===== src/hw/rtl/text_console_writer_core_macros.svh =====
// ---------------------------------------------------------------------------
// text console writer assertion macros
// concurrent assertion wrappers, empty when synthesized
// ---------------------------------------------------------------------------
`ifndef TEXT_CONSOLE_WRITER_CORE_MACROS_SVH
`define TEXT_CONSOLE_WRITER_CORE_MACROS_SVH
`ifndef SYNTHESIS
`define TCW_ASSERT(label, clk, rst, prop, msg) \
  label: assert property (@(posedge clk) disable iff (rst) prop) else $error(msg);
`define TCW_ASSERT_ALWAYS(label, clk, prop, msg) \
  label: assert property (@(posedge clk) prop) else $error(msg);
`else
`define TCW_ASSERT(label, clk, rst, prop, msg)
`define TCW_ASSERT_ALWAYS(label, clk, prop, msg)
`endif
`endif


===== src/hw/rtl/tcw_pkg.sv =====
// ---------------------------------------------------------------------------
// text console writer package
// sizes, codes and the command/status bundles shared by the core modules
// ---------------------------------------------------------------------------
package tcw_pkg;

  localparam int MAX_COLS   = 80;
  localparam int MAX_ROWS   = 25;
  localparam int CELLS      = MAX_COLS * MAX_ROWS;
  localparam int ADDR_W     = $clog2(CELLS);
  localparam int CNT_W      = $clog2(CELLS + 1);
  localparam int COL_W      = 7;
  localparam int ROW_W      = 5;
  localparam int CHAR_W     = 8;
  localparam int IDX_W      = 11;
  localparam int CELL_W     = 16;
  localparam int CFG_IDX_W  = 2;
  localparam int CFG_DATA_W = 8;

  localparam logic [CFG_IDX_W-1:0] REG_COLUMNS = 2'd0;
  localparam logic [CFG_IDX_W-1:0] REG_ROWS    = 2'd1;

  localparam logic CMD_PUT  = 1'b0;
  localparam logic CMD_READ = 1'b1;

  localparam logic [CHAR_W-1:0] ATTR_TEXT    = 8'h0F;
  localparam logic [CHAR_W-1:0] ATTR_BLANK   = 8'h00;
  localparam logic [CHAR_W-1:0] CHAR_SPACE   = 8'h20;
  localparam logic [CHAR_W-1:0] CHAR_NEWLINE = 8'h0A;

  localparam logic [COL_W-1:0] COLS_RESET = 7'd80;
  localparam logic [ROW_W-1:0] ROWS_RESET = 5'd25;

  typedef struct packed {
    logic clear_wr;
    logic load_in;
    logic exec;
    logic copy_rd;
    logic copy_wr;
    logic fill_wr;
    logic finish;
  } tcw_cmd_t;

  typedef struct packed {
    logic clear_last;
    logic is_read;
    logic need_scroll;
    logic copy_done;
    logic fill_last;
    logic out_free;
  } tcw_sts_t;

endpackage


===== src/hw/rtl/tcw_ctrl.sv =====
// ---------------------------------------------------------------------------
// text console writer controller
// sequences clearing, item execution, scroll copy/fill and result hand-off
// ---------------------------------------------------------------------------
`include "text_console_writer_core_macros.svh"

module tcw_ctrl (
  input  logic              clk,
  input  logic              rst,
  input  logic              in_valid,
  output logic              in_ready,
  input  tcw_pkg::tcw_sts_t sts,
  output tcw_pkg::tcw_cmd_t cmd
);
  import tcw_pkg::*;

  typedef enum logic [2:0] {
    S_CLEAR,
    S_IDLE,
    S_EXEC,
    S_RDATA,
    S_COPY_RD,
    S_COPY_WR,
    S_FILL,
    S_DONE
  } state_t;

  state_t state;
  state_t state_next;

  always_comb begin
    cmd        = '0;
    state_next = state;
    unique case (state)
      S_CLEAR: begin
        cmd.clear_wr = 1'b1;
        if (sts.clear_last) state_next = S_IDLE;
      end
      S_IDLE: begin
        if (in_valid) begin
          cmd.load_in = 1'b1;
          state_next  = S_EXEC;
        end
      end
      S_EXEC: begin
        cmd.exec = 1'b1;
        if (sts.is_read) begin
          state_next = S_RDATA;
        end else if (sts.need_scroll) begin
          state_next = S_COPY_RD;
        end else if (sts.out_free) begin
          cmd.finish = 1'b1;
          state_next = S_IDLE;
        end else begin
          state_next = S_DONE;
        end
      end
      S_COPY_RD: begin
        if (sts.copy_done) begin
          state_next = S_FILL;
        end else begin
          cmd.copy_rd = 1'b1;
          state_next  = S_COPY_WR;
        end
      end
      S_COPY_WR: begin
        cmd.copy_wr = 1'b1;
        state_next  = S_COPY_RD;
      end
      S_FILL: begin
        cmd.fill_wr = 1'b1;
        if (sts.fill_last) state_next = S_DONE;
      end
      S_RDATA, S_DONE: begin
        if (sts.out_free) begin
          cmd.finish = 1'b1;
          state_next = S_IDLE;
        end
      end
      default: state_next = S_IDLE;
    endcase
  end

  always_ff @(posedge clk) begin
    if (rst) begin
      state <= S_CLEAR;
    end else begin
      state <= state_next;
    end
  end

  assign in_ready = (state == S_IDLE);

  `TCW_ASSERT(a_accept_exec, clk, rst, (in_valid && in_ready) |=> (state == S_EXEC), "transfer not followed by execute")
  `TCW_ASSERT(a_finish_free, clk, rst, cmd.finish |-> sts.out_free, "result loaded over a pending one")
  `TCW_ASSERT_ALWAYS(a_reset_clear, clk, rst |=> (state == S_CLEAR), "reset did not start clearing")

endmodule


===== config.mk =====
export PLATFORM = sky130hd
export DESIGN_NAME = tcw_ctrl
export DESIGN_NICKNAME = d
export VERILOG_FILES = /design/src/hw/rtl/tcw_pkg.sv /design/src/hw/rtl/tcw_ctrl.sv
export VERILOG_INCLUDE_DIRS = /design/src /design/src/hw/rtl
export SDC_FILE = /design/constraint.sdc
export NUM_CORES = 1
export LEC_CHECK = 0
export BUFFER_PORTS_ARGS = -buffer_cell sky130_fd_sc_hd__buf_2
export CORE_MARGIN = 2
export CORE_UTILIZATION = 25
export CTS_CLUSTER_SIZE = 10
export DETAILED_ROUTE_END_ITERATION = 10
export SLEW_MARGIN = 20
export SYNTH_ARGS = -nofsm -noshare
export SYNTH_HDL_FRONTEND = slang
export SYNTH_SLANG_ARGS = --single-unit

===== constraint.sdc =====
create_clock -name clk -period 1.3 [get_ports clk]
set_input_delay 0.26 -clock clk [delete_from_list [all_inputs] [get_ports clk]]
set_output_delay 0.26 -clock clk [all_outputs]
set_load 0.1 [all_outputs]

==> results.cfg <==
[placement]
dp_hpwl_um = 655.3
dpl-instance-area_um2 = 664.4
io_buffers = 16
gp_congestion = 0.7916

[floorplanning]
initial_core_util_pct = 26.19
die_w_um = 40.69
ioPinCount = 17
die_h_um = 40.69
row_count = 13
fp.dieArea_mm2 = 0.001656
core_area_mm2 = 0.001285

[final_layout]
drive_gt1_share_pct = 78.57
regMostFlops = state
largest_reg_flops = 3
synthToLayoutAreaGrowth_pct = 124.9
nFillCells = 106
largestRegisters = state x3
finalInstanceArea_um2 = 757.0
antenna_cells = 0
nets = 80

[power_and_ir_drop]
leakagePower_nw = 0.3308
pwr_density_cell_mw_per_mm2 = 876.4
vdd_ir_drop_max_v = 0.0004042

[worst_setup_path]
cp.arrival_ps = 1150
cp_max_fo = 8
cp-start-kind = flip-flop
required_ps = 1040
critPathCaptureType = primary output
critPathKind = reg2out

[timing]
finalSetupTns_ps = -728.1
hold_viol = 0
finalSetupViolCount = 9
finalCritPeriodShare_pct = 108.5
worst_pin_slew_ps = 256.6
max_freq_ghz = 0.7088
period_minus_slack_ps = 1411
fin_skew_ps = 0.5001
rsz0062_at_grt = yes
relSlewSlack_pct = 82.75
setup_ws_ps = -110.8
slew_viol_final = 0

[route]
drc = 0
dr_total_vias = 409
avgRoutedWirePerCell_um = 10.49
ant_nets = 0
wl_um = 892
vias_per_cell = 4.812
drt_first_pass_iters = 2
drt_first_iter_violations = 6

[clock_network]
clkSlewWorstSetupHoldPaths_ps = 30
cts.sinks = 3
clock_latency_ps = 230
cts_tree = built
cts-buffers-inserted = 3
root_buffer = clkbuf_4
htree_levels = 1
cts_hold_buf = 0
clk_path_buf_depth = 2

[yosys]
synth.area.top_cells = dfxtp_1 (18%), and3b_2 (5.9%), a311oi_2 (4.5%), buf_4 (4.5%), a211oi_2 (3.7%)
yosysWarnings = 0
synth_top_cell_by_area = dfxtp_1
synth-seq-cells = 3
async_reset_ff_share_pct = 0
syn_inst = 38
syn_area_um2 = 336.6
yosysUniqueCellTypes = 29
synth_nets = 47
synth_most_common_cell = dfxtp_1
synth.avg_cell_area_um2 = 8.857
synth_edf_count = 0
synth_ff_type = dfxtp_1
yosysTopAreaCellShare_pct = 17.84
yosysSeqAreaShare_pct = 17.84

[outcome]
violations = negative setup slack
status = finished, violations left

[global_route]
antenna_found_initial = 0
grt_overflow = 0
grt_pass1_vias = 343
grt_usage_pct = 12.20
grt_max_degree = 10
grt_pass1_wl_mm = 1.359

[hold_path]
worstHoldPathType = in2reg

[flow_run]
cap_violations = 0
what timing repair did:
item / in CTS / in global routing
buffers inserted: 4 / 2
resized for setup: 4 / 3
pin swaps: 4 / 1
setup endpoints to repair: 8 / 10
cells in the final DEF (no fill, tap or decap), types with 2 or more instances in the layout:
cell,netlist,routed
buf_4,2,15
buf_2,0,8
buf_12,0,8
clkbuf_4,0,3
dfxtp_4,0,3
and3b_2,2,2
and2_4,0,2
nor3_4,0,2
inv_1,2,2
nand2b_1,2,2
path summary, 6_finish.rpt:
| path | from | to | slack [ps] | depth (start not counted) |
|---|---|---|---|---|
| worst max-delay path | state[0]$_SDFFE_PP0P_ | cmd[4] | -110 | 3 |
| worst min-delay path | rst | state[1]$_SDFFE_PP0P_ | 260 | 2 |
| worst max register to register | state[0]$_SDFFE_PP0P_ | state[0]$_SDFFE_PP0P_ | 0 | 5 |
| worst min register to register | state[0]$_SDFFE_PP0P_ | state[2]$_SDFFE_PP0P_ | 640 | 2 |
kinds of logic after synthesis:
logic type	Yosys count	share of synthesized area (%)
compound gates	12	33.45
buf+inv	5	10.04
flops	3	17.84
simple gates	18	38.66
layer usage:
layer / track usage, % / wire length [um] / up-vias
met2: 17.86 / 458 / 8
met5: 0 / 0 / -
met1: 16.39 / 402 / 194
met4: 7.500 / 0 / 0
li1: - / - / 207
met3: 2.174 / 31 / 0
power by group:
group | total [mW] | switching, mW | leakage [nW] | internal, mW
combinational | 0.391 | 0.208 | 0.289 | 0.182
clock | 0.157 | 0.0419 | 0.0150 | 0.115
sequential | 0.116 | 0.0173 | 0.0267 | 0.0990
critical path, cell delays in order, from the launching register on:
cell and delay [ps]:
dfxtp_4 360, and2b_2 230, nor2b_4 150, buf_12 180
layout make-up:
type	instances	area, um^2	area share (%)
clock buffer	4	26.28	3.471
inverter	2	7.507	0.9917
multi-input combinational	30	320.3	42.31
sequential	3	71.32	9.421
tap	15	18.77	2.479
timing repair buffer	31	312.8	41.32
metrics by stage:
step	std cells	utilization (%)	hold slack [ps]	worst slack, ps	power (mW)
after floorplan	38	-	320.5	-684.8	0.3380
after global placement	75	51.70	483.8	20.98	0.4706
after detailed placement	75	51.70	485.5	3.667	0.4731
after CTS	83	56.48	242.5	-120.9	0.6489
after global routing	85	58.91	260.5	-154.5	0.6985
final	85	58.91	258.4	-110.8	0.6634
Power figures use the tool's default switching activity.
